[src/rtl/pelt_pkg.sv]
// Shared constants, codes and types of the proximity enter/leave tracker.
package pelt_pkg;

    // Watch table geometry.
    localparam int WATCH_DEPTH = 64;
    localparam int IDX_W       = (WATCH_DEPTH > 1) ? $clog2(WATCH_DEPTH) : 1;
    localparam int CNT_W       = $clog2(WATCH_DEPTH + 1);

    // Field widths.
    localparam int ID_W   = 64;
    localparam int POS_W  = 20;
    localparam int DIFF_W = POS_W + 1;
    localparam int SQ_W   = 2 * DIFF_W;
    localparam int SUM_W  = SQ_W + 2;
    localparam int RAD_W  = 42;
    localparam int OP_W   = 2;
    localparam int EV_W   = 2;

    // Job queue between front and back.
    localparam int QUEUE_DEPTH = 2;
    localparam int QPTR_W      = (QUEUE_DEPTH > 1) ? $clog2(QUEUE_DEPTH) : 1;
    localparam int QCNT_W      = $clog2(QUEUE_DEPTH + 1);

    // Configuration port.
    localparam int APB_AW    = 6;
    localparam int APB_DW    = 64;
    localparam int REG_IDX_W = 3;

    localparam logic [REG_IDX_W-1:0] REG_CENTER_X    = 3'd0;
    localparam logic [REG_IDX_W-1:0] REG_CENTER_Y    = 3'd1;
    localparam logic [REG_IDX_W-1:0] REG_CENTER_Z    = 3'd2;
    localparam logic [REG_IDX_W-1:0] REG_RADIUS_SQ   = 3'd3;
    localparam logic [REG_IDX_W-1:0] REG_EXCLUDE_OWN = 3'd4;
    localparam logic [REG_IDX_W-1:0] REG_OWN_ID      = 3'd5;

    // Input event opcodes.
    localparam logic [OP_W-1:0] OP_SPAWN   = 2'd0;
    localparam logic [OP_W-1:0] OP_UPDATE  = 2'd1;
    localparam logic [OP_W-1:0] OP_DESPAWN = 2'd2;

    // Reported event kinds.
    localparam logic [EV_W-1:0] EV_NONE    = 2'd0;
    localparam logic [EV_W-1:0] EV_ENTERED = 2'd1;
    localparam logic [EV_W-1:0] EV_LEFT    = 2'd2;
    localparam logic [EV_W-1:0] EV_UPDATED = 2'd3;

    // Classified job kinds handed to the back end.
    localparam logic [1:0] JOB_NONE    = 2'd0;
    localparam logic [1:0] JOB_SPAWN   = 2'd1;
    localparam logic [1:0] JOB_UPDATE  = 2'd2;
    localparam logic [1:0] JOB_DESPAWN = 2'd3;

    typedef struct packed {
        logic signed [POS_W-1:0] center_x;
        logic signed [POS_W-1:0] center_y;
        logic signed [POS_W-1:0] center_z;
        logic [RAD_W-1:0]        radius_sq;
        logic                    exclude_own;
        logic [ID_W-1:0]         own_id;
    } t_cfg;

    typedef struct packed {
        logic [1:0]      kind;
        logic            in_range;
        logic [ID_W-1:0] unit_id;
    } t_job;

    typedef struct packed {
        logic full;
        logic empty;
    } t_q_status;

endpackage

[src/rtl/pelt_front.sv]
// Front end: captures an event, computes its squared distance and classifies it.
module pelt_front (
    input  logic                            i_clk,
    input  logic                            i_rst_n,
    input  logic                            i_start,
    input  logic [pelt_pkg::OP_W-1:0]       i_opcode,
    input  logic [pelt_pkg::ID_W-1:0]       i_unit_id,
    input  logic signed [pelt_pkg::POS_W-1:0] i_pos_x,
    input  logic signed [pelt_pkg::POS_W-1:0] i_pos_y,
    input  logic signed [pelt_pkg::POS_W-1:0] i_pos_z,
    input  pelt_pkg::t_cfg                  i_cfg,
    input  pelt_pkg::t_q_status             i_q_status,
    output logic                            o_busy,
    output logic                            o_push,
    output pelt_pkg::t_job                  o_job
);
    import pelt_pkg::*;

    localparam logic [1:0] F_IDLE = 2'd0;
    localparam logic [1:0] F_SQR  = 2'd1;
    localparam logic [1:0] F_CMP  = 2'd2;

    logic [1:0]              r_f_st;
    logic [1:0]              n_f_st;
    logic [OP_W-1:0]         r_op;
    logic [ID_W-1:0]         r_id;
    logic signed [POS_W-1:0] r_px;
    logic signed [POS_W-1:0] r_py;
    logic signed [POS_W-1:0] r_pz;
    logic [SQ_W-1:0]         r_sq_x;
    logic [SQ_W-1:0]         r_sq_y;
    logic [SQ_W-1:0]         r_sq_z;
    logic [SQ_W-1:0]         n_sq_x;
    logic [SQ_W-1:0]         n_sq_y;
    logic [SQ_W-1:0]         n_sq_z;
    logic signed [DIFF_W-1:0] w_dx;
    logic signed [DIFF_W-1:0] w_dy;
    logic signed [DIFF_W-1:0] w_dz;
    logic [DIFF_W-1:0]       w_mx;
    logic [DIFF_W-1:0]       w_my;
    logic [DIFF_W-1:0]       w_mz;
    logic [SUM_W-1:0]        w_sum;
    logic                    w_excluded;

    assign o_busy = (r_f_st != F_IDLE);

    // Magnitudes of the per-axis offsets; the most negative offset still fits unsigned.
    always_comb begin
        w_dx = {r_px[POS_W-1], r_px} - {i_cfg.center_x[POS_W-1], i_cfg.center_x};
        w_dy = {r_py[POS_W-1], r_py} - {i_cfg.center_y[POS_W-1], i_cfg.center_y};
        w_dz = {r_pz[POS_W-1], r_pz} - {i_cfg.center_z[POS_W-1], i_cfg.center_z};
        w_mx = w_dx[DIFF_W-1] ? DIFF_W'(-w_dx) : DIFF_W'(w_dx);
        w_my = w_dy[DIFF_W-1] ? DIFF_W'(-w_dy) : DIFF_W'(w_dy);
        w_mz = w_dz[DIFF_W-1] ? DIFF_W'(-w_dz) : DIFF_W'(w_dz);
        n_sq_x = SQ_W'(w_mx) * SQ_W'(w_mx);
        n_sq_y = SQ_W'(w_my) * SQ_W'(w_my);
        n_sq_z = SQ_W'(w_mz) * SQ_W'(w_mz);
    end

    always_comb begin
        w_sum = SUM_W'(r_sq_x) + SUM_W'(r_sq_y) + SUM_W'(r_sq_z);
        w_excluded = i_cfg.exclude_own && (r_id == i_cfg.own_id);
        o_job.unit_id  = r_id;
        o_job.in_range = (w_sum <= SUM_W'(i_cfg.radius_sq));
        if (r_op == OP_DESPAWN) begin
            o_job.kind = JOB_DESPAWN;
        end else if ((r_op == OP_SPAWN) && !w_excluded) begin
            o_job.kind = JOB_SPAWN;
        end else if ((r_op == OP_UPDATE) && !w_excluded) begin
            o_job.kind = JOB_UPDATE;
        end else begin
            o_job.kind = JOB_NONE;
        end
        o_push = (r_f_st == F_CMP) && !i_q_status.full;
    end

    always_comb begin
        n_f_st = r_f_st;
        unique case (r_f_st)
            F_IDLE: begin
                if (i_start) n_f_st = F_SQR;
            end
            F_SQR: begin
                n_f_st = F_CMP;
            end
            F_CMP: begin
                if (!i_q_status.full) n_f_st = F_IDLE;
            end
            default: begin
                n_f_st = F_IDLE;
            end
        endcase
    end

    always_ff @(posedge i_clk) begin
        if (!i_rst_n) begin
            r_f_st <= F_IDLE;
        end else begin
            r_f_st <= n_f_st;
        end
    end

    always_ff @(posedge i_clk) begin
        if ((r_f_st == F_IDLE) && i_start) begin
            r_op <= i_opcode;
            r_id <= i_unit_id;
            r_px <= i_pos_x;
            r_py <= i_pos_y;
            r_pz <= i_pos_z;
        end
        if (r_f_st == F_SQR) begin
            r_sq_x <= n_sq_x;
            r_sq_y <= n_sq_y;
            r_sq_z <= n_sq_z;
        end
    end

endmodule

[config.mk]
export PLATFORM = sky130hd
export DESIGN_NAME = pelt_front
export DESIGN_NICKNAME = d
export VERILOG_FILES = /design/src/rtl/pelt_pkg.sv /design/src/rtl/pelt_front.sv
export SDC_FILE = /design/constraint.sdc
export NUM_CORES = 2
export LEC_CHECK = 0
export BUFFER_PORTS_ARGS = -buffer_cell sky130_fd_sc_hd__buf_2
export CORE_UTILIZATION = 55
export CTS_CLUSTER_SIZE = 28
export DETAILED_ROUTE_END_ITERATION = 6
export GPL_TIMING_DRIVEN = 0
export PLACE_DENSITY = 0.77
export SETUP_SLACK_MARGIN = 0.5
export SLEW_MARGIN = 5
export SYNTH_ARGS = -nofsm -noshare
export SYNTH_HDL_FRONTEND = slang
export SYNTH_SLANG_ARGS = --single-unit
[constraint.sdc]
create_clock -name i_clk -period 17.7 [get_ports i_clk]
set_input_delay 5.31 -clock i_clk [delete_from_list [all_inputs] [get_ports i_clk]]
set_output_delay 5.31 -clock i_clk [all_outputs]
set_load 0.005 [all_outputs]
==> impl_metrics.py <==
metrics = {
    "clock_tree": {
        "cts_hold_buf": 0,
        "clock-root-buffer": "clkbuf_16",
        "clkSinkCount": 251,
        "worstSkewPairLatency_ps": 630,
        "clk_pin_slew_ps": 60,
        "h-tree-depth": 1,
        "cts_made_buffers": 30,
        "cts_tree": "yes",
        "clockBufferDepth": 3,
    },
    "sta": {
        "rsz0062_at_grt": "false",
        "slew_headroom": 0.0301,
        "fin_tns_setup_ps": 0,
        "worstMarginPinSlew_ps": 1450,
        "setup_viol": 0,
        "post-route-period-util": 0.929,
        "finalHoldViolCount": 0,
        "fmax_mhz": 60.8,
        "min_period_ps": 16450,
        "maxSlewViolCount": 0,
        "clock_skew_ps": 36.4,
    },
    "floorplan": {
        "die_w_microns": 313,
        "floorplan.die_area_sq_um": 97800,
        "core-area_sq_um": 95300,
        "initial_utilization": 0.557,
        "boundaryPins": 367,
        "die_h_microns": 313,
        "num_rows": 113,
    },
    "placed_design": {
        "gp_congestion": 0.991,
        "hpwl_microns": 117000,
        "portBuffers": 365,
    },
    "setup_path": {
        "worstPathMaxFanout": 10,
        "cp_num_buf_inv": 7,
        "crit_arrival_ps": 16820,
        "cpPeakStageDelay_ps": 940,
        "path_class": "input pin to flip-flop",
        "cpMostUsedCell": "fa_1",
        "worst_ep_required_time_ps": 18070,
        "start_kind": "input pin",
        "worstSetupEndpointType": "flip-flop",
        "cpMaxStageDelayCell": "xor2_1",
        "critPathTopFamily": "adder cells",
    },
    "drt": {
        "firstDrtPassIters": 6,
        "wl_met2_microns": 64400,
        "drc_errors": 0,
        "viasPerCell": 5.51,
        "finalWirelength_microns": 138000,
        "routed.top_layer": "met5",
        "wl_met1_microns": 55000,
        "wl_met3_microns": 12900,
        "drt_iter0_markers": 2887,
        "ant_nets": 0,
        "wire_per_inst_microns": 18.9,
        "vias": 40313,
    },
    "min_path": {
        "hold_path_class": "flip-flop to flip-flop",
    },
    "layout": {
        "final_common_cell": "inv_1",
        "fillCellCount": 8073,
        "finalNetCount": 7886,
        "final_layout_size_suffix_gt1_frac": 0.0824,
        "layout_common_cells": "inv_1 (1369), fa_1 (978), ha_1 (589), nand2_1 (436), nor2_1 (429)",
        "syn_to_final_growth_pct": 9.14,
    },
    "global_route": {
        "first_global_vias": 42938,
        "grt_pass1_wl_microns": 223000,
        "grt_overflow_total": 0,
        "grt_antenna_before_repair": 10,
        "grt_usage": 0.290,
        "grt_max_degree": 35,
    },
    "logic_synthesis": {
        "synth_cell_types": 89,
        "async_flop_share": 0,
        "synthCells": 5567,
        "synth_flop_cell": "edfxtp_1",
        "synth_area_sq_um": 53100,
        "synth_warnings": 0,
        "syn_avg_cell_area_sq_um": 9.54,
        "synth-seq-cells": 251,
        "ys_seq_area_frac": 0.142,
        "synth-edff-count": 249,
    },
    "run": {
        "max_cap_violations": 0,
    },
    "run_status": {
        "outcome": "finished, final reports clean",
    },
}
==> through the flow <==
stage                     utilization  area [sq um]  setup slack [ps]  instances  hold WS, ps
after floorplan                     -         53300              3180       5616          588
after global placement          0.595         56700               708       7246          610
after detailed placement        0.597         56900               762       7254          653
after CTS                       0.607         57900              1350       7308          667
after global routing            0.608         57900               721       7310          680
final                           0.608         57900              1250       7310          654
==> cells by family (layout without fill, tap and decap cells) <==
kind of cell	Yosys count	after routing	share of synthesized area
muxes	8	8	0.00158
other	2	53	0.000141
AOI/OAI and AO/OA	678	678	0.0843
DFF	251	251	0.142
buffers and inverters	1492	1919	0.106
xor gates and xnor gates	318	318	0.0527
adders and majority gates	1567	1567	0.508
and+or+nand+nor	1251	1251	0.106
==> path summary, 6_finish.rpt <==
path | start | end | slack [ps] | cells past startpoint
worst max register to register | r_px[0] | r_sq_x[39] | 5690 | 37
worst max-delay path | i_cfg[127] | r_sq_y[40] | 1250 | 37
worst min-delay path | r_f_st[1] | r_f_st[1] | 650 | 2
worst min register to register | r_f_st[1] | r_f_st[1] | 650 | 2
==> per-layer routing <==
metal | GRT usage | vias up
met5 | 0 | -
met3 | 0.0593 | 340
met1 | 0.383 | 19946
li1 | - | 18323
met4 | 0.104 | 12
met2 | 0.475 | 1692
==> Yosys cell counts, types with 8 or more instances <==
library cell | number | area (sq um)
inv_1 | 1369 | 5140
fa_1 | 978 | 19600
ha_1 | 589 | 7370
nand2_1 | 436 | 1640
nor2_1 | 430 | 1610
edfxtp_1 | 249 | 7480
a21oi_1 | 191 | 956
xnor2_1 | 181 | 1590
xor2_1 | 135 | 1180
a21o_1 | 113 | 848
o21ai_0 | 103 | 515
clkbuf_1 | 95 | 357
nand2b_1 | 53 | 332
nor3_1 | 53 | 265
nand3_1 | 46 | 230
nor2b_1 | 45 | 282
o21a_1 | 39 | 293
a211oi_1 | 34 | 255
or2_2 | 32 | 200
nand4_1 | 30 | 188
and2_1 | 24 | 150
o21bai_1 | 24 | 180
and3_1 | 23 | 144
nor4_1 | 23 | 144
o211ai_1 | 22 | 165
a31oi_1 | 19 | 119
or3_1 | 17 | 106
o31ai_1 | 13 | 97.6
o2111ai_1 | 11 | 96.3
clkinv_1 | 10 | 37.5
o22ai_1 | 10 | 62.6
a221oi_1 | 9 | 78.8
a31o_2 | 9 | 78.8
a211o_1 | 8 | 70.1
buf_2 | 8 | 40.0
==> worst min-delay path: cells and delay by family, from the launching register on <==
kind	cells	cell delay (ps)
AOI/OAI and AO/OA	1	130
DFF	1	340
and+or+nand+nor	1	150
==> cell type report <==
type                    instances  area, sq um  area share
diodes                          2         5.00   0.0000864
plain buffers                 110          427     0.00736
clock buffers                  37          777      0.0134
clock inverters                17          221     0.00382
inverters                    1382         5190      0.0895
multi-input cells            3873        40200       0.694
flip-flops and latches        251         7520       0.130
well taps                    1265         1580      0.0273
repair buffers                373         1990      0.0344
==> repair_timing <==
| action | 4_1_cts | 5_1_grt |
|---|---|---|
| setup buffers | 0 | 0 |
| setup endpoints to repair | 0 | 1 |
| resized for setup | 0 | 1 |
==> registers in the layout, indices dropped and copies added, names as in the netlist, 20 cells and up <==
register and flops:
r_sq_y 41, r_py 20, r_id 64, r_px 20, r_pz 20, r_sq_z 41
r_sq_x 41
Power is not shown: default switching activity piles up to over one toggle a cycle in this logic, so the estimate is an artifact.
