### config.mk
export PLATFORM = sky130hd
export DESIGN_NAME = pelt_back
export DESIGN_NICKNAME = d
export VERILOG_FILES = /design/src/rtl/pelt_pkg.sv /design/src/rtl/pelt_back.sv
export SDC_FILE = /design/constraint.sdc
export NUM_CORES = 2
export LEC_CHECK = 0
export ABC_AREA = 0
export BUFFER_PORTS_ARGS = -buffer_cell sky130_fd_sc_hd__buf_4
export CAP_MARGIN = 10
export CORE_UTILIZATION = 27
export CTS_CLUSTER_DIAMETER = 80
export DETAILED_ROUTE_END_ITERATION = 8
export HOLD_SLACK_MARGIN = 0.05
export PLACE_DENSITY_LB_ADDON = 0.08
export SYNTH_ARGS = -nofsm -noshare
export SYNTH_HDL_FRONTEND = slang
export SYNTH_SLANG_ARGS = --single-unit
### constraint.sdc
create_clock -name i_clk -period 12.15 [get_ports i_clk]
set_input_delay 2.43 -clock i_clk [delete_from_list [all_inputs] [get_ports i_clk]]
set_output_delay 2.43 -clock i_clk [all_outputs]
set_load 0.05 [all_outputs]
### src/rtl/pelt_pkg.sv
// Shared constants, codes and types of the proximity enter/leave tracker.
package pelt_pkg;

    // Watch table geometry.
    localparam int WATCH_DEPTH = 64;
    localparam int IDX_W       = (WATCH_DEPTH > 1) ? $clog2(WATCH_DEPTH) : 1;
    localparam int CNT_W       = $clog2(WATCH_DEPTH + 1);

    // Field widths.
    localparam int ID_W   = 64;
    localparam int POS_W  = 20;
    localparam int DIFF_W = POS_W + 1;
    localparam int SQ_W   = 2 * DIFF_W;
    localparam int SUM_W  = SQ_W + 2;
    localparam int RAD_W  = 42;
    localparam int OP_W   = 2;
    localparam int EV_W   = 2;

    // Job queue between front and back.
    localparam int QUEUE_DEPTH = 2;
    localparam int QPTR_W      = (QUEUE_DEPTH > 1) ? $clog2(QUEUE_DEPTH) : 1;
    localparam int QCNT_W      = $clog2(QUEUE_DEPTH + 1);

    // Configuration port.
    localparam int APB_AW    = 6;
    localparam int APB_DW    = 64;
    localparam int REG_IDX_W = 3;

    localparam logic [REG_IDX_W-1:0] REG_CENTER_X    = 3'd0;
    localparam logic [REG_IDX_W-1:0] REG_CENTER_Y    = 3'd1;
    localparam logic [REG_IDX_W-1:0] REG_CENTER_Z    = 3'd2;
    localparam logic [REG_IDX_W-1:0] REG_RADIUS_SQ   = 3'd3;
    localparam logic [REG_IDX_W-1:0] REG_EXCLUDE_OWN = 3'd4;
    localparam logic [REG_IDX_W-1:0] REG_OWN_ID      = 3'd5;

    // Input event opcodes.
    localparam logic [OP_W-1:0] OP_SPAWN   = 2'd0;
    localparam logic [OP_W-1:0] OP_UPDATE  = 2'd1;
    localparam logic [OP_W-1:0] OP_DESPAWN = 2'd2;

    // Reported event kinds.
    localparam logic [EV_W-1:0] EV_NONE    = 2'd0;
    localparam logic [EV_W-1:0] EV_ENTERED = 2'd1;
    localparam logic [EV_W-1:0] EV_LEFT    = 2'd2;
    localparam logic [EV_W-1:0] EV_UPDATED = 2'd3;

    // Classified job kinds handed to the back end.
    localparam logic [1:0] JOB_NONE    = 2'd0;
    localparam logic [1:0] JOB_SPAWN   = 2'd1;
    localparam logic [1:0] JOB_UPDATE  = 2'd2;
    localparam logic [1:0] JOB_DESPAWN = 2'd3;

    typedef struct packed {
        logic signed [POS_W-1:0] center_x;
        logic signed [POS_W-1:0] center_y;
        logic signed [POS_W-1:0] center_z;
        logic [RAD_W-1:0]        radius_sq;
        logic                    exclude_own;
        logic [ID_W-1:0]         own_id;
    } t_cfg;

    typedef struct packed {
        logic [1:0]      kind;
        logic            in_range;
        logic [ID_W-1:0] unit_id;
    } t_job;

    typedef struct packed {
        logic full;
        logic empty;
    } t_q_status;

endpackage

### src/rtl/pelt_back.sv
// Back end: scans the watch table for a job's id and applies the enter/leave decision.
module pelt_back (
    input  logic                        i_clk,
    input  logic                        i_rst_n,
    input  pelt_pkg::t_job              i_job,
    input  pelt_pkg::t_q_status         i_q_status,
    output logic                        o_pop,
    output logic                        o_done,
    output logic [pelt_pkg::EV_W-1:0]   o_event_kind,
    output logic [pelt_pkg::ID_W-1:0]   o_event_id,
    output logic                        o_table_full
);
    import pelt_pkg::*;

    localparam logic [1:0] B_IDLE = 2'd0;
    localparam logic [1:0] B_SCAN = 2'd1;
    localparam logic [1:0] B_ACT  = 2'd2;

    logic [ID_W-1:0]        r_mem [WATCH_DEPTH];
    logic [ID_W-1:0]        r_mem_q;
    logic [WATCH_DEPTH-1:0] r_valid;

    logic [1:0]       r_b_st;
    logic [1:0]       n_b_st;
    t_job             r_job;
    logic [CNT_W-1:0] r_cnt;
    logic             r_pend;
    logic [IDX_W-1:0] r_cidx;
    logic             r_hit;
    logic [IDX_W-1:0] r_hit_idx;
    logic             r_free;
    logic [IDX_W-1:0] r_free_idx;

    logic             r_done;
    logic [EV_W-1:0]  r_kind;
    logic [ID_W-1:0]  r_id;
    logic             r_full;
    logic             n_done;
    logic [EV_W-1:0]  n_kind;
    logic             n_full;

    logic             w_scan_more;
    logic [EV_W-1:0]  w_act_kind;
    logic             w_act_full;
    logic             w_set;
    logic             w_clr;

    assign o_done       = r_done;
    assign o_event_kind = r_kind;
    assign o_event_id   = r_id;
    assign o_table_full = r_full;

    assign o_pop       = (r_b_st == B_IDLE) && !i_q_status.empty;
    assign w_scan_more = (r_b_st == B_SCAN) && (r_cnt != CNT_W'(WATCH_DEPTH));

    // Decision taken once the scan has found the matching and the first free slot.
    always_comb begin
        w_act_kind = EV_NONE;
        w_act_full = 1'b0;
        w_set      = 1'b0;
        w_clr      = 1'b0;
        unique case (r_job.kind)
            JOB_DESPAWN: begin
                if (r_hit) begin
                    w_act_kind = EV_LEFT;
                    w_clr      = 1'b1;
                end
            end
            JOB_SPAWN, JOB_UPDATE: begin
                if (r_job.in_range) begin
                    if (r_hit) begin
                        w_act_kind = (r_job.kind == JOB_SPAWN) ? EV_ENTERED : EV_UPDATED;
                    end else if (r_free) begin
                        w_act_kind = EV_ENTERED;
                        w_set      = 1'b1;
                    end else begin
                        w_act_full = 1'b1;
                    end
                end else if ((r_job.kind == JOB_UPDATE) && r_hit) begin
                    w_act_kind = EV_LEFT;
                    w_clr      = 1'b1;
                end
            end
            default: begin
            end
        endcase
        if (r_b_st != B_ACT) begin
            w_set = 1'b0;
            w_clr = 1'b0;
        end
    end

    always_comb begin
        n_b_st = r_b_st;
        n_done = 1'b0;
        n_kind = EV_NONE;
        n_full = 1'b0;
        unique case (r_b_st)
            B_IDLE: begin
                if (!i_q_status.empty) begin
                    if (i_job.kind == JOB_NONE) begin
                        n_done = 1'b1;
                    end else begin
                        n_b_st = B_SCAN;
                    end
                end
            end
            B_SCAN: begin
                if (!w_scan_more && !r_pend) n_b_st = B_ACT;
            end
            B_ACT: begin
                n_done = 1'b1;
                n_kind = w_act_kind;
                n_full = w_act_full;
                n_b_st = B_IDLE;
            end
            default: begin
                n_b_st = B_IDLE;
            end
        endcase
    end

    always_ff @(posedge i_clk) begin
        if (!i_rst_n) begin
            r_b_st  <= B_IDLE;
            r_done  <= 1'b0;
            r_pend  <= 1'b0;
            r_valid <= '0;
        end else begin
            r_b_st <= n_b_st;
            r_done <= n_done;
            r_pend <= w_scan_more;
            if (w_set) begin
                r_valid[r_free_idx] <= 1'b1;
            end else if (w_clr) begin
                r_valid[r_hit_idx] <= 1'b0;
            end
        end
    end

    // Scan bookkeeping and result payload.
    always_ff @(posedge i_clk) begin
        if (o_pop) begin
            r_job  <= i_job;
            r_cnt  <= '0;
            r_hit  <= 1'b0;
            r_free <= 1'b0;
        end
        if (w_scan_more) begin
            r_cidx <= r_cnt[IDX_W-1:0];
            r_cnt  <= r_cnt + 1'b1;
        end
        if ((r_b_st == B_SCAN) && r_pend) begin
            if (r_valid[r_cidx] && (r_mem_q == r_job.unit_id) && !r_hit) begin
                r_hit     <= 1'b1;
                r_hit_idx <= r_cidx;
            end
            if (!r_valid[r_cidx] && !r_free) begin
                r_free     <= 1'b1;
                r_free_idx <= r_cidx;
            end
        end
        r_kind <= n_kind;
        r_full <= n_full;
        r_id   <= ((n_kind != EV_NONE) || n_full) ? r_job.unit_id : '0;
    end

    // Watch table: one write port, one registered read port.
    always_ff @(posedge i_clk) begin
        if (w_set) begin
            r_mem[r_free_idx] <= r_job.unit_id;
        end
        if (w_scan_more) begin
            r_mem_q <= r_mem[r_cnt[IDX_W-1:0]];
        end
    end

endmodule

==> out/metrics.yaml <==
status: "complete, no violations"
syn_to_final_growth_pct: 18.0
required_ns: 9.72
grt_usage_pct: 18.6
min_period_over_period_pct: 50.8
netlist_top_cells_count: "edfxtp_1, mux4_2, buf_2"
numPortBuffers: 138
synth-seq-area-share_pct: 78.6
final_nets: 7551
worstPathBufferInverterCount: 3
synth_top_area_share_pct: 76.9
pwr-share-comb_pct: 9.5
grt_antenna_before_repair: 73
p_per_area_nw_per_um2: 182
dpl_cell_area_um2: 179000
cts-buffers-inserted: 528
tightest_slew_ns: 1.40
cts.repair.resized: 0
p_int_w: 0.0271
syn-num-nets: 6911
fmax_mhz: 162
relSlewSlack_pct: 6.56
hold_path_class: "flop to flop"
vias: 78200
cts_tree: "done"
synth-seq-cells: 4389
postCtsSetupBuffers: 0
die_w_um: 786
grt_pass1_wl_um: 770000
drt_iter0_drc: 8092
yosysWarnings: 0
n_fill_cell: 57900
critPathMaxStageDelay_ns: 0.52
yosysMostFrequentCell: "edfxtp_1"
final.setup.worst_slack_ns: 5.98
postSynthCellCount: 6834
critical_path.top_delay_family: "buffers and inverters"
ys_top_cells_by_area: "edfxtp_1, mux4_2, dfxtp_1, mux2i_1, buf_2"
power_leakage_nw: 59.7
synth_area_um2: 166000
worstSetupStartpointType: "input pin"
postCtsHoldBufs: 0
finalCriticalPeriod_ns: 6.17
overflow: 0
die_h_um: 786
path_class: "input pin to output port"
setup_tns_ns: 0
path_cells: "buf_4 > or3_1 > inv_8 > buf_4"
ant_nets: 0
rsz0062_at_grt: "false"
cp_common_cell: "buf_4"
grt_max_degree: 99
synth-async-reset-ratio_pct: 0
clockRootBuffer: "clkbuf_16"
clk_latency_ns: 1.10
wirelength_um: 584000
power_frac_seq_pct: 47.1
viasPerCell: 4.88
hold_viol_final: 0
yosysUniqueCellTypes: 57
p_clk_share_pct: 43.4
peakVddDrop_mv: 0.174
setup_viol: 0
drt-pass1-iter-count: 5
clock_skew_ns: 0.0796
worst-path-max-fanout: 16
hpwl_um: 316000
dp_worst_setup_slack_ns: 5.91
fin_area_um2: 196000
cap_violations: 0
clk_pin_slew_ns: 0.05
wl_per_cell_um: 36.5
place_congestion: 0.723
htree_num_levels: 6
rows: 287
p_switching_w: 0.00864
yosysTopAreaCell: "edfxtp_1"
cp_slowest_cell: "or3_1"
ys.flop_type: "edfxtp_1"
first_global_vias: 82300
start_util_pct: 27.1
switching_share_pct: 24.2
clock-sinks: 4389
fin_util_pct: 32.0
drive_gt1_share_pct: 32.5
dieArea_um2: 618000
pin_count: 140
core_area_um2: 612000
synth_edf_count: 4252
clockBufferDepth: 4
critPathArrivalTime_ns: 3.74
drc: 0
crit_path_end_kind: "output port"
synth_area_per_cell_um2: 24.3
slew_violations: 0
-- worst register-to-register path: stages (launching register included) --
cell,delay (ns)
edfxtp_1,0.44
buf_4,0.65
buf_4,0.69
buf_4,0.81
buf_4,0.83
mux4_2,0.45
mux4_2,0.53
and2_1,0.19
a211oi_1,0.24
a31oi_1,0.10
-- cells by family (layout without fill, tap and decap cells) --
group           after synthesis  in the layout  synth area share, %
flops                      4389           4389                 78.6
compound gates              251            251                 1.20
simple gates                371            371                 1.09
mux                        1379           1379                 17.8
buf+inv                     383           1433                 1.07
xor+xnor                     55             55                0.290
fa+ha+maj                     6              6               0.0452
other cells                   0             41                    0
-- per-stage QoR --
step	hold slack [ns]	total power [W]	cells
floorplan	0.399	0.0193	6834
global placement	0.424	0.0206	15000
detailed placement	0.411	0.0207	15000
CTS	0.419	0.0363	16000
global route	0.439	0.0369	16000
finish	0.419	0.0357	16000
-- sequential cells by signal, summed over array words and instances, names as in the netlist, 2 cells and up --
register and count:
r_hit_idx 6, o_event_id 64, r_mem_q 64, r_valid 64, r_cnt 7, r_cidx 6
r_b_st 2, r_mem 4096, r_job 67, r_free_idx 6, o_event_kind 2
-- final cells by class --
| class | instances | area, µm² | share of cell area (%) |
|---|---|---|---|
| clock buffers | 696 | 14000 | 7.17 |
| clock inverters | 244 | 2910 | 1.49 |
| well taps | 8092 | 10100 | 5.17 |
| repair buffers | 465 | 3840 | 1.96 |
| multi-input cells | 2062 | 34300 | 17.5 |
| flip-flops and latches | 4389 | 130000 | 66.6 |
| inverters | 28 | 133 | 0.0677 |
| diodes | 41 | 103 | 0.0524 |
-- cells in the final DEF (no fill, tap or decap), types with 9 or more instances in the layout --
cell type	count
inv_16	9
inv_6	14
clkinv_1	91
dfxtp_1	137
mux4_2	1252
clkinv_16	23
bufinv_16	34
buf_12	26
nor2b_1	24
edfxtp_1	4252
a31oi_1	22
xnor2_1	49
clkinv_2	52
nand3_1	12
and3_1	9
o221ai_1	27
nand4_1	14
mux2i_1	125
clkbuf_8	13
o22ai_1	30
nor2_1	29
nor2_4	64
nand2_1	111
o21ai_0	16
inv_1	23
o221a_2	64
clkbuf_16	531
and2_1	69
diode_2	41
buf_4	436
clkinv_8	15
clkbuf_1	152
a211oi_1	21
a21oi_1	39
-- power groups by stage --
| stage | registers [W] | logic, W | clock network (W) |
|---|---|---|---|
| detailed placement | 0.0171 | 0.00351 | 0 |
| floorplan | 0.0172 | 0.00204 | 0 |
| global route | 0.0168 | 0.00361 | 0.0165 |
| finish | 0.0168 | 0.00340 | 0.0155 |
| global placement | 0.0171 | 0.00349 | 0 |
| CTS | 0.0168 | 0.00351 | 0.0159 |
-- routing by layer --
metal / part of all wire [%] / global-route usage, % / vias up
met5: 0.0058 / 0 / -
met2: 48 / 30.6 / 2388
met4: 2.8 / 5.04 / 6
li1: - / - / 30900
met3: 5.8 / 3.70 / 719
met1: 43 / 25.1 / 44100
-- worst paths after layout --
check,slack [ns],endpoint,cells past startpoint,startpoint
max,5.98,o_pop,4,i_q_status[0]
min,0.42,r_b_st[1]$_SDFFE_PN0P_,1,r_pend$_SDFF_PN0_
max reg2reg,6.89,r_mem_q[43]$_DFFE_PP_,9,r_cnt[1]$_SDFFCE_PN0P_
min reg2reg,0.42,r_b_st[1]$_SDFFE_PN0P_,1,r_pend$_SDFF_PN0_
Power figures use the tool's default switching activity.
