[src/rtl/pelt_pkg.sv]
// Shared constants, codes and types of the proximity enter/leave tracker.
package pelt_pkg;

    // Watch table geometry.
    localparam int WATCH_DEPTH = 64;
    localparam int IDX_W       = (WATCH_DEPTH > 1) ? $clog2(WATCH_DEPTH) : 1;
    localparam int CNT_W       = $clog2(WATCH_DEPTH + 1);

    // Field widths.
    localparam int ID_W   = 64;
    localparam int POS_W  = 20;
    localparam int DIFF_W = POS_W + 1;
    localparam int SQ_W   = 2 * DIFF_W;
    localparam int SUM_W  = SQ_W + 2;
    localparam int RAD_W  = 42;
    localparam int OP_W   = 2;
    localparam int EV_W   = 2;

    // Job queue between front and back.
    localparam int QUEUE_DEPTH = 2;
    localparam int QPTR_W      = (QUEUE_DEPTH > 1) ? $clog2(QUEUE_DEPTH) : 1;
    localparam int QCNT_W      = $clog2(QUEUE_DEPTH + 1);

    // Configuration port.
    localparam int APB_AW    = 6;
    localparam int APB_DW    = 64;
    localparam int REG_IDX_W = 3;

    localparam logic [REG_IDX_W-1:0] REG_CENTER_X    = 3'd0;
    localparam logic [REG_IDX_W-1:0] REG_CENTER_Y    = 3'd1;
    localparam logic [REG_IDX_W-1:0] REG_CENTER_Z    = 3'd2;
    localparam logic [REG_IDX_W-1:0] REG_RADIUS_SQ   = 3'd3;
    localparam logic [REG_IDX_W-1:0] REG_EXCLUDE_OWN = 3'd4;
    localparam logic [REG_IDX_W-1:0] REG_OWN_ID      = 3'd5;

    // Input event opcodes.
    localparam logic [OP_W-1:0] OP_SPAWN   = 2'd0;
    localparam logic [OP_W-1:0] OP_UPDATE  = 2'd1;
    localparam logic [OP_W-1:0] OP_DESPAWN = 2'd2;

    // Reported event kinds.
    localparam logic [EV_W-1:0] EV_NONE    = 2'd0;
    localparam logic [EV_W-1:0] EV_ENTERED = 2'd1;
    localparam logic [EV_W-1:0] EV_LEFT    = 2'd2;
    localparam logic [EV_W-1:0] EV_UPDATED = 2'd3;

    // Classified job kinds handed to the back end.
    localparam logic [1:0] JOB_NONE    = 2'd0;
    localparam logic [1:0] JOB_SPAWN   = 2'd1;
    localparam logic [1:0] JOB_UPDATE  = 2'd2;
    localparam logic [1:0] JOB_DESPAWN = 2'd3;

    typedef struct packed {
        logic signed [POS_W-1:0] center_x;
        logic signed [POS_W-1:0] center_y;
        logic signed [POS_W-1:0] center_z;
        logic [RAD_W-1:0]        radius_sq;
        logic                    exclude_own;
        logic [ID_W-1:0]         own_id;
    } t_cfg;

    typedef struct packed {
        logic [1:0]      kind;
        logic            in_range;
        logic [ID_W-1:0] unit_id;
    } t_job;

    typedef struct packed {
        logic full;
        logic empty;
    } t_q_status;

endpackage

[src/rtl/pelt_queue.sv]
// Short job queue between the front end and the table back end.
module pelt_queue (
    input  logic                i_clk,
    input  logic                i_rst_n,
    input  logic                i_push,
    input  pelt_pkg::t_job      i_job,
    input  logic                i_pop,
    output pelt_pkg::t_job      o_job,
    output pelt_pkg::t_q_status o_status
);
    import pelt_pkg::*;

    t_job              r_slot [QUEUE_DEPTH];
    logic [QPTR_W-1:0] r_wr;
    logic [QPTR_W-1:0] r_rd;
    logic [QCNT_W-1:0] r_cnt;
    logic              w_push;
    logic              w_pop;

    assign o_status.full  = (r_cnt == QCNT_W'(QUEUE_DEPTH));
    assign o_status.empty = (r_cnt == '0);
    assign w_push = i_push && !o_status.full;
    assign w_pop  = i_pop && !o_status.empty;
    assign o_job  = r_slot[r_rd];

    always_ff @(posedge i_clk) begin
        if (!i_rst_n) begin
            r_wr  <= '0;
            r_rd  <= '0;
            r_cnt <= '0;
        end else begin
            if (w_push) begin
                r_wr <= (r_wr == QPTR_W'(QUEUE_DEPTH - 1)) ? '0 : r_wr + 1'b1;
            end
            if (w_pop) begin
                r_rd <= (r_rd == QPTR_W'(QUEUE_DEPTH - 1)) ? '0 : r_rd + 1'b1;
            end
            if (w_push && !w_pop) begin
                r_cnt <= r_cnt + 1'b1;
            end else if (w_pop && !w_push) begin
                r_cnt <= r_cnt - 1'b1;
            end
        end
    end

    always_ff @(posedge i_clk) begin
        if (w_push) begin
            r_slot[r_wr] <= i_job;
        end
    end

endmodule

[config.mk]
export PLATFORM = sky130hd
export DESIGN_NAME = pelt_queue
export DESIGN_NICKNAME = d
export VERILOG_FILES = /design/src/rtl/pelt_pkg.sv /design/src/rtl/pelt_queue.sv
export SDC_FILE = /design/constraint.sdc
export NUM_CORES = 1
export LEC_CHECK = 0
export BUFFER_PORTS_ARGS = -buffer_cell sky130_fd_sc_hd__buf_2
export CAP_MARGIN = 0
export CORE_AREA = 2 2 78 136
export CTS_CLUSTER_DIAMETER = 100
export DETAILED_ROUTE_END_ITERATION = 7
export DIE_AREA = 0 0 80 138
export GPL_TIMING_DRIVEN = 0
export PLACE_DENSITY = 0.89
export SLEW_MARGIN = 25
export SYNTH_ARGS = -nofsm -noshare
export SYNTH_HDL_FRONTEND = slang
export SYNTH_SLANG_ARGS = --single-unit
[constraint.sdc]
create_clock -name i_clk -period 5.1 [get_ports i_clk]
set_input_delay 0.255 -clock i_clk [delete_from_list [all_inputs] [get_ports i_clk]]
set_output_delay 0.255 -clock i_clk [all_outputs]
set_load 0.02 [all_outputs]
==> results of run 1 <==
## cells in the final DEF (no fill, tap or decap)
master                         n
sky130_fd_sc_hd__buf_12        1
sky130_fd_sc_hd__buf_4         1
sky130_fd_sc_hd__or3_1         1
sky130_fd_sc_hd__clkbuf_16    17
sky130_fd_sc_hd__clkbuf_1      3
sky130_fd_sc_hd__buf_8         2
sky130_fd_sc_hd__nand2b_1      1
sky130_fd_sc_hd__and2_1        3
sky130_fd_sc_hd__inv_2         1
sky130_fd_sc_hd__and3_4        1
sky130_fd_sc_hd__buf_6         5
sky130_fd_sc_hd__bufinv_16     3
sky130_fd_sc_hd__a21boi_0      1
sky130_fd_sc_hd__xor2_1        1
sky130_fd_sc_hd__mux2_1       30
sky130_fd_sc_hd__clkinvlp_4    1
sky130_fd_sc_hd__nor3_4        1
sky130_fd_sc_hd__a21boi_1      1
sky130_fd_sc_hd__xnor2_1       2
sky130_fd_sc_hd__dfxtp_1       5
sky130_fd_sc_hd__inv_1         1
sky130_fd_sc_hd__buf_16        1
sky130_fd_sc_hd__mux2_2       37
sky130_fd_sc_hd__o21ai_1       1
sky130_fd_sc_hd__clkinv_1      4
sky130_fd_sc_hd__o21a_1        1
sky130_fd_sc_hd__diode_2       1
sky130_fd_sc_hd__o21ai_0       1
sky130_fd_sc_hd__clkinv_2      3
sky130_fd_sc_hd__nor2_1        2
sky130_fd_sc_hd__ha_1          1
sky130_fd_sc_hd__edfxtp_1    134
sky130_fd_sc_hd__buf_2       142
## through the flow
| stage | std cells | hold WS [ns] |
|---|---|---|
| after floorplan | 233 | 0.354 |
| after global placement | 499 | 0.444 |
| after detailed placement | 505 | 0.447 |
| after CTS | 536 | 0.0223 |
| after global routing | 537 | 0.0227 |
| final | 537 | 0.0400 |
## final timing paths
kind,start,to,slack (ns),depth (start not counted)
worst max-delay path,flip-flop,o_job[28],3.16,4
worst min-delay path,i_job[65],r_slot[0][65]$_DFFE_PP_,0.04,1
worst max register to register,r_cnt[0]$_SDFFE_PN0P_,r_slot[0][21]$_DFFE_PP_,3.32,6
worst min register to register,r_cnt[1]$_SDFFE_PN0P_,r_cnt[1]$_SDFFE_PN0P_,0.59,2
## power groups by stage
stage	Combinational, µW	Sequential (µW)	Clock [µW]
global route	1010	1490	1240
global placement	887	1510	0
finish	945	1480	1170
floorplan	625	1500	0
detailed placement	956	1500	0
CTS	962	1480	1190
## worst reg2reg max path, delay by kind of cell (launching register included)
| family | cells | cell delay, ns |
|---|---|---|
| DFF | 1 | 0.43 |
| and+or+nand+nor | 2 | 0.43 |
| buffers and inverters | 4 | 0.62 |
## state kept, by name, summed over array words and instances, names as in the netlist, named ones only
register and flops:
r_slot 134, r_rd 1, r_wr 1, r_cnt 2
## routing by layer
layer / GRT usage, % / up-vias
li1: - / 1250
met1: 17.7 / 1273
met2: 31.3 / 99
met3: 5.48 / 30
met4: 11.4 / 0
met5: 0 / -
## cells by family after synthesis
group | count (synthesis) | share of synthesized area [%]
fa+ha+maj | 1 | 0.247
mux | 67 | 14.9
flops | 139 | 81.4
buf+inv | 9 | 1.26
compound gates | 5 | 0.642
xor+xnor | 3 | 0.518
simple gates | 9 | 1.09
## layout make-up
cell class / count / area share [%]
antenna: 1 / 0.0379
buffer: 7 / 0.853
clock buffer: 20 / 6.61
clock inverter: 11 / 1.93
inverter: 2 / 0.114
multi-input combinational: 85 / 13.5
sequential: 139 / 62.5
tap: 127 / 2.41
timing repair buffer: 145 / 12.1
==> flow_summary.json, run 1 <==
{
  "post_cts.resized_instances": 0,
  "port-buffer-count": 139,
  "fp.dieH_um": 138,
  "dr.max_layer_used": "met4",
  "effective_utilization_at_floorplan_pct": 50.4,
  "dpl-instance-area_um2": 6030,
  "final_area_um2": 6600,
  "power_per_cell_area_nw_per_um2": 544,
  "crit_path_top_delay_cell": "sky130_fd_sc_hd__dfxtp_1",
  "final_max_slew_viol_count": 0,
  "netlist_top_cells_count": "sky130_fd_sc_hd__edfxtp_1 (134), sky130_fd_sc_hd__mux2_2 (37), sky130_fd_sc_hd__mux2_1 (30)",
  "postSynthCellCount": 233,
  "ff_latch_area_um2": 4120,
  "setup.worst_path.start_class": "flip-flop",
  "cts_max_level": 4,
  "fraction_of_registers_with_async_set_or_reset_after_synthesis_pct": 0,
  "hpwl_um": 6450,
  "route.antenna.remaining_nets": 0,
  "grt_pass1_wl_um": 14400,
  "coreArea_um2": 10100,
  "path_buf_inv": 3,
  "clkSlewWorstSetupHoldPaths_ns": 0.06,
  "multiInputGateArea_um2": 892,
  "setup_total_negative_slack_ns": 0,
  "grt_overflow_total": 0,
  "holdCritPathClass": "in2reg",
  "yosys_warnings": 0,
  "ir_worst_vdd_uv": 374,
  "cts-root-to-sink-buffers": 2,
  "synth_area_leaders": "sky130_fd_sc_hd__edfxtp_1 (79%), sky130_fd_sc_hd__mux2_2 (8.2%), sky130_fd_sc_hd__mux2_1 (6.7%)",
  "path_cells": "buf_4, buf_6, mux2_1, buf_2",
  "mappedNetlistArea_um2": 5070,
  "pre_cts_slack_ns": 3.32,
  "sequential_to_total_area_share_from_yosys_stat_pct": 81.4,
  "endpoint_kind": "primary output",
  "synth_enable_flop_cells": 134,
  "timing_worst_slew_pin_value_ns": 0.457,
  "final_min_period_over_clock_period_pct": 38.0,
  "yosys.area.top_type": "sky130_fd_sc_hd__edfxtp_1",
  "wl_met2_um": 5120,
  "timing.setup.critical_path_class": "reg2out",
  "final_period_minus_worst_setup_slack_ns": 1.94,
  "cts_tree": "done",
  "share_seq_of_total_power_pct": 41.2,
  "layout-drive-gt1-share_pct": 52.8,
  "power_uw": 3590,
  "power.static_leakage_uw": 0.00251,
  "cts.root.buffer_cell": "sky130_fd_sc_hd__clkbuf_16",
  "floorplan.die.width_um": 80,
  "fin_skew_ns": 0.00532,
  "route.detailed.drc": 0,
  "core.rowCount": 49,
  "rsz_0062_raised_after_global_routing": "no",
  "post_cts_buffers": 0,
  "outcome": "finished clean",
  "tritoncts.num_buffers": 17,
  "max_freq_mhz": 516,
  "layout-area-overhead-vs-synth_pct": 30.2,
  "io-pin-count": 140,
  "syn_area_per_cell_um2": 21.8,
  "clk_latency_ns": 0.40,
  "route.vias.total": 2652,
  "global_route.usage.total_pct": 17.9,
  "synth_cell_type_count": 23,
  "syn-num-nets": 305,
  "layout_filler_cell_count": 700,
  "worst_slew_margin_rel_pct": 69.6,
  "dr.first_iter.drc_count": 90,
  "clkSinkCount": 139,
  "yosysMostFrequentCell": "sky130_fd_sc_hd__edfxtp_1",
  "totalWireLength_um": 9180,
  "setup_violations": 0,
  "detail_route.wirelength.met1_um": 3250,
  "first_global_vias": 2958,
  "grt_max_degree": 38,
  "finalHoldViolCount": 0,
  "utilization_after_layout_pct": 65.7,
  "pwr-share-comb_pct": 26.3,
  "detailroute.wirelength.met3_um": 434,
  "hold_buffers": 0,
  "first_pass_iters": 4,
  "layout.nets": 469,
  "timing.critical_path.fanout_max": 10,
  "finalWeightedCongestion": 0.691,
  "power_report.internal_total_uw": 2570,
  "ys_dominant_reg_cell": "sky130_fd_sc_hd__edfxtp_1",
  "number_of_max_capacitance_violations_reported": 0,
  "switching_power_uw": 1020,
  "worst_path_largest_cell_delay_ns": 0.36,
  "switching_share_pct": 28.3,
  "worst-endpoint-arrival_ns": 1.68,
  "worstPathRequired_ns": 4.85,
  "initial_antenna_violation_count": 2,
  "design.die.area_um2": 11000,
  "worst_case_setup_margin_in_the_final_layout_ns": 3.16,
  "routed_wire_length_per_instance_um": 17.1,
  "share_clk_of_total_power_pct": 32.5,
  "path_delay_family": "buffers and inverters",
  "via_per_inst": 4.94,
  "synth.ff_latch_count": 139,
  "synthDominantCellAreaShare_pct": 79.4
}
Power figures use the tool's default switching activity.
==> inputs of run 2 (changes only) <==
- CORE_AREA: 2 2 78 136 -> 2 2 82 143
- DIE_AREA: 0 0 80 138 -> 0 0 84 145
- PLACE_DENSITY: 0.89 -> 0.85
- clock period: 5.1 -> 1.6 ns (I/O delays scaled with it)
==> run 2 against run 1 <==
Compared with the run above:
- the flow now finishes with violations (negative setup slack)
- cell area up 19%
- die area up 10%
- global-route usage up 0.49 points
- critical path type unchanged
- worst hold slack better by 0.059 ns
- combinational power rose to 4.5 times the previous value
- wire length up 30%
- final cell count up 16%
- flip-flop and latch count unchanged
- register-to-register slack worse by 3.3 ns
==> flow_summary.json, run 2 (synthesis gave the netlist of run 1 again) <==
{
  "io-pin-count": 140,
  "grt_overflow_total": 0,
  "floorplan.die.width_um": 84,
  "endpoint_kind": "primary output",
  "route.vias.total": 3090,
  "setup_violations": 46,
  "port-buffer-count": 139,
  "totalWireLength_um": 11900,
  "via_per_inst": 4.96,
  "final.hold.worst_slack_ns": 0.0990,
  "path_cells": "buf_12, buf_12, mux2_2, buf_6",
  "grt_max_degree": 39,
  "power_per_cell_area_nw_per_um2": 1660,
  "final_min_period_over_clock_period_pct": 103,
  "design.die.area_um2": 12200,
  "timing.critical_path.fanout_max": 5,
  "core.rowCount": 51,
  "max_freq_mhz": 605,
  "first_global_vias": 3448,
  "fin_skew_ns": 0.00770,
  "finalHoldViolCount": 0,
  "dr.first_iter.drc_count": 147,
  "final_max_slew_viol_count": 0,
  "power_uw": 13100,
  "outcome": "complete, but fails checks",
  "worst_slew_margin_rel_pct": 72.0,
  "clk_latency_ns": 0.42,
  "finalWeightedCongestion": 0.690,
  "most_frequent_standard_cell_in_the_layout_excluding_fill_and_tap_cells": "sky130_fd_sc_hd__edfxtp_1",
  "cts_tree": "done",
  "final_period_minus_worst_setup_slack_ns": 1.65,
  "route.detailed.drc": 0,
  "timing_worst_slew_pin_value_ns": 0.420,
  "dpl-instance-area_um2": 6040,
  "failed_checks": "negative setup slack",
  "tritoncts.num_buffers": 17,
  "cts.root.buffer_cell": "sky130_fd_sc_hd__clkbuf_16",
  "effective_utilization_at_floorplan_pct": 45.9,
  "clkSinkCount": 139,
  "layout.cells.most_common_list": "sky130_fd_sc_hd__edfxtp_1 (134), sky130_fd_sc_hd__buf_2 (105), sky130_fd_sc_hd__dlygate4sd3_1 (68)",
  "reg_with_most_ffs": "r_slot",
  "first_pass_iters": 4,
  "power.static_leakage_uw": 0.00307,
  "fp.dieH_um": 145,
  "global_route.usage.total_pct": 18.4,
  "worst_path_largest_cell_delay_ns": 0.40,
  "layout-area-overhead-vs-synth_pct": 55.6,
  "hpwl_um": 6690,
  "final_area_um2": 7890,
  "layout.nets": 548,
  "route.antenna.remaining_nets": 0,
  "worst-endpoint-arrival_ns": 1.57,
  "utilization_after_layout_pct": 71.4,
  "rsz_0062_raised_after_global_routing": "yes",
  "layout_filler_cell_count": 662,
  "pre_cts_slack_ns": -0.0754,
  "crit_path_top_delay_cell": "sky130_fd_sc_hd__dfxtp_4",
  "layout-drive-gt1-share_pct": 53.6,
  "cts_max_level": 4,
  "initial_antenna_violation_count": 2,
  "worstPathRequired_ns": 1.52,
  "setup.worst_path.start_class": "flip-flop",
  "clkSlewWorstSetupHoldPaths_ns": 0.06,
  "worst_case_setup_margin_in_the_final_layout_ns": -0.0528,
  "largest_reg_flops": 134,
  "crit_path_frequent_cell": "sky130_fd_sc_hd__buf_12",
  "coreArea_um2": 11000,
  "holdCritPathClass": "in2reg",
  "timing.setup.critical_path_class": "reg2out",
  "grt_pass1_wl_um": 16900,
  "largestRegisters": "r_slot: 134 flops, r_cnt: 2 flops",
  "number_of_max_capacitance_violations_reported": 0,
  "ir_worst_vdd_uv": 1160,
  "routed_wire_length_per_instance_um": 19.1,
  "cts-root-to-sink-buffers": 2
}
run 2: layout make-up:
| class | instances | area, µm² | share of cell area, % |
|---|---|---|---|
| antenna | 2 | 5.00 | 0.0635 |
| buffer | 7 | 97.6 | 1.24 |
| clock buffer | 19 | 433 | 5.49 |
| clock inverter | 13 | 190 | 2.41 |
| inverter | 2 | 10.0 | 0.127 |
| multi-input combinational | 86 | 1010 | 12.8 |
| sequential | 139 | 4130 | 52.4 |
| tap | 132 | 165 | 2.09 |
| timing repair buffer | 223 | 1840 | 23.3 |
run 2: metrics by stage:
step           instances  setup TNS [ns]
2_1_floorplan        233          -85.16
3_3_place_gp         504         -158.21
3_5_place_dp         510           -4.13
4_1_cts              614           -3.62
5_1_grt              623           -4.40
6_report             623          -0.699
run 2: per-layer routing:
metal / part of all wire (%) / vias to the layer above / GRT usage [%]
met1: 34 / 1550 / 17.5
met4: 2.7 / 0 / 11.8
met5: 0 / - / 0
met3: 4.1 / 25 / 4.84
met2: 59 / 100 / 33.8
li1: - / 1415 / -
run 2: final timing paths:
kind | from | to | slack (ns) | depth (start not counted)
max reg2reg | r_cnt[0]$_SDFFE_PN0P_ | r_slot[0][36]$_DFFE_PP_ | 0.07 | 5
max | flip-flop | o_job[34] | -0.05 | 4
min reg2reg | r_cnt[1]$_SDFFE_PN0P_ | r_cnt[1]$_SDFFE_PN0P_ | 0.56 | 2
min | i_push | r_wr$_SDFFE_PN0P_ | 0.1 | 3
run 2: power breakdown:
group / leakage [µW] / switching [µW] / internal [µW] / total (µW)
logic: 0.00149 / 2070 / 2180 / 4250
registers: 0.00129 / 188 / 4590 / 4780
clock network: 0.000292 / 1470 / 2620 / 4090
total: 0.00307 / 3720 / 9390 / 13100
run 2: what timing repair did:
item	4_1_cts	5_1_grt
hold endpoints to repair	139	0
setup buffers	4	2
pin swaps	2	2
cloned	0	5
endpoints found under the setup margin	144	105
hold buffers	68	0
resized for setup	13	105
run 2: critical path, delay by kind of cell (launching register included):
kind / cells / cell delay (ns)
flops: 1 / 0.40
buf+inv: 3 / 0.39
mux: 1 / 0.37
==> inputs of run 3 (changes only) <==
--- a/config.mk
+++ b/config.mk
@@ -9,8 +9,8 @@
 export CAP_MARGIN = 0
-export CORE_AREA = 2 2 82 143
+export CORE_AREA = 2 2 77 134
 export CTS_CLUSTER_DIAMETER = 100
 export DETAILED_ROUTE_END_ITERATION = 7
-export DIE_AREA = 0 0 84 145
+export DIE_AREA = 0 0 79 136
 export GPL_TIMING_DRIVEN = 0
-export PLACE_DENSITY = 0.85
+export PLACE_DENSITY = 0.91
 export SLEW_MARGIN = 25
==> constraint.sdc (replaced) <==
create_clock -name i_clk -period 2 [get_ports i_clk]
set_input_delay 0.1 -clock i_clk [delete_from_list [all_inputs] [get_ports i_clk]]
set_output_delay 0.1 -clock i_clk [all_outputs]
set_load 0.005 [all_outputs]
==> run 3 against run 2 <==
Compared with the run above:
- register-to-register slack better by 0.26 ns
- the flow now finishes without violations
- die area is 12% lower
- wire length is 11% lower
- critical path depth stayed put
- sequential power is 21% lower
- utilization is 4.0 points higher
- power is 31% lower
- global-route usage is 1.9 points higher
- setup slack better by 0.23 ns
==> flow_summary.json, run 3 (synthesis gave the netlist of run 1 again) <==
{
  "first_pass_iters": 4,
  "power.static_leakage_uw": 0.00283,
  "fin_skew_ns": 0.00704,
  "timing.critical_path.fanout_max": 10,
  "cts-root-to-sink-buffers": 2,
  "io-pin-count": 140,
  "hpwl_um": 6430,
  "final_max_slew_viol_count": 0,
  "worst_path_largest_cell_delay_ns": 0.40,
  "initial_antenna_violation_count": 0,
  "layout.nets": 537,
  "path_delay_family": "buffers and inverters",
  "cts_tree": "done",
  "route.vias.total": 3001,
  "reg_with_most_ffs": "r_slot",
  "most_frequent_standard_cell_in_the_layout_excluding_fill_and_tap_cells": "sky130_fd_sc_hd__buf_2",
  "outcome": "finished clean",
  "design.die.area_um2": 10700,
  "route.antenna.remaining_nets": 0,
  "max_freq_mhz": 548,
  "antenna_cells": 0,
  "coreArea_um2": 9730,
  "clk_latency_ns": 0.40,
  "effective_utilization_at_floorplan_pct": 52.1,
  "core.rowCount": 48,
  "crit_path_top_delay_cell": "sky130_fd_sc_hd__dfxtp_1",
  "grt_overflow_total": 0,
  "endpoint_kind": "primary output",
  "power_per_cell_area_nw_per_um2": 1230,
  "routed_wire_length_per_instance_um": 17.6,
  "fp.dieH_um": 136,
  "rsz_0062_raised_after_global_routing": "no",
  "cts_max_level": 4,
  "global_route.usage.total_pct": 20.3,
  "layout.cells.most_common_list": "sky130_fd_sc_hd__buf_2 (142), sky130_fd_sc_hd__edfxtp_1 (134), sky130_fd_sc_hd__dlygate4sd3_1 (68)",
  "tritoncts.num_buffers": 17,
  "finalHoldViolCount": 0,
  "first_global_vias": 3333,
  "cts.root.buffer_cell": "sky130_fd_sc_hd__clkbuf_16",
  "power_uw": 9060,
  "grt_pass1_wl_um": 15700,
  "final.hold.worst_slack_ns": 0.0990,
  "port-buffer-count": 139,
  "layout-area-overhead-vs-synth_pct": 44.8,
  "setup_violations": 0,
  "route.detailed.drc": 0,
  "worst_slew_margin_rel_pct": 72.0,
  "grt_max_degree": 42,
  "worst_case_setup_margin_in_the_final_layout_ns": 0.175,
  "path_cells": "buf_4, buf_6, mux2_1, buf_2",
  "place.detailed.instances": 502,
  "path_buf_inv": 3,
  "totalWireLength_um": 10600,
  "clkSinkCount": 139,
  "worst-endpoint-arrival_ns": 1.73,
  "worstPathRequired_ns": 1.90,
  "timing.setup.critical_path_class": "reg2out",
  "ir_worst_vdd_uv": 946,
  "pre_cts_slack_ns": -0.132,
  "largest_reg_flops": 134,
  "final_min_period_over_clock_period_pct": 91.3,
  "setup_total_negative_slack_ns": 0,
  "layout-drive-gt1-share_pct": 46.9,
  "number_of_max_capacitance_violations_reported": 0,
  "setup.worst_path.start_class": "flip-flop",
  "holdCritPathClass": "in2reg",
  "via_per_inst": 4.98,
  "clkSlewWorstSetupHoldPaths_ns": 0.06,
  "floorplan.die.width_um": 79,
  "finalWeightedCongestion": 0.724,
  "post_cts.resized_instances": 0,
  "timing_worst_slew_pin_value_ns": 0.420,
  "largestRegisters": "r_slot: 134 flops, r_cnt: 2 flops",
  "final_period_minus_worst_setup_slack_ns": 1.83,
  "dr.first_iter.drc_count": 136,
  "final_cell_count_no_fill": 603
}
==> run 3: cell count changes in the layout (fill, tap and decap cells not counted), moves of 4 or more <==
cell,before,now
sky130_fd_sc_hd__clkbuf_16,21,17
sky130_fd_sc_hd__mux2_1,4,30
sky130_fd_sc_hd__buf_2,105,142
sky130_fd_sc_hd__buf_6,37,5
sky130_fd_sc_hd__mux2_4,28,0
sky130_fd_sc_hd__buf_4,7,2
==> run 3: area by class of cell <==
type	instances	area, µm²
Buffer	7	56.3
Clock buffer	21	470
Clock inverter	11	166
Fill cell	559	2390
Inverter	2	10.0
Multi-Input combinational cell	85	900
Sequential cell	139	4130
Tap cell	125	156
Timing Repair Buffer	213	1460
==> run 3: metal layers <==
layer | wire (µm) | GRT usage, % | up-vias
met5 | 0 | 0 | -
met4 | 262 | 9.00 | 0
met3 | 500 | 5.98 | 18
met2 | 6420 | 40.3 | 112
met1 | 3420 | 17.9 | 1486
li1 | - | - | 1385
==> run 3: worst paths after layout <==
kind	startpoint	end	slack, ns	depth (start not counted)
worst min-delay path	i_push	r_wr$_SDFFE_PN0P_	0.1	3
worst min register to register	r_cnt[1]$_SDFFE_PN0P_	r_cnt[1]$_SDFFE_PN0P_	0.56	2
worst max-delay path	flip-flop	o_job[16]	0.17	4
worst max register to register	r_cnt[0]$_SDFFE_PN0P_	r_slot[0][49]$_DFFE_PP_	0.33	6
==> run 3: stage by stage <==
step | util, % | instance area (µm²)
2_1_floorplan | - | 5090
3_3_place_gp | 61.0 | 5940
3_5_place_dp | 61.8 | 6020
4_1_cts | 75.5 | 7340
5_1_grt | 75.5 | 7340
6_report | 75.5 | 7340
==> run 3: power by group <==
group / switching [µW] / total (µW) / internal [µW]
sequential: 122 / 3780 / 3660
combinational: 952 / 2000 / 1040
clock: 1100 / 3280 / 2180
total: 2170 / 9060 / 6890
==> run 3: repair_timing <==
item	CTS	global route
buffers inserted	1	0
endpoints found under the hold margin	139	0
hold buffers	68	0
endpoints found under the setup margin	15	0
==> run 3: worst reg2reg max path: stages, from the launching register on <==
cell and delay [ns]:
sky130_fd_sc_hd__dfxtp_2 0.37, sky130_fd_sc_hd__nand2b_4 0.16, sky130_fd_sc_hd__inv_4 0.04, sky130_fd_sc_hd__nor3_4 0.17, sky130_fd_sc_hd__buf_8 0.20, sky130_fd_sc_hd__buf_8 0.19, sky130_fd_sc_hd__buf_6 0.21
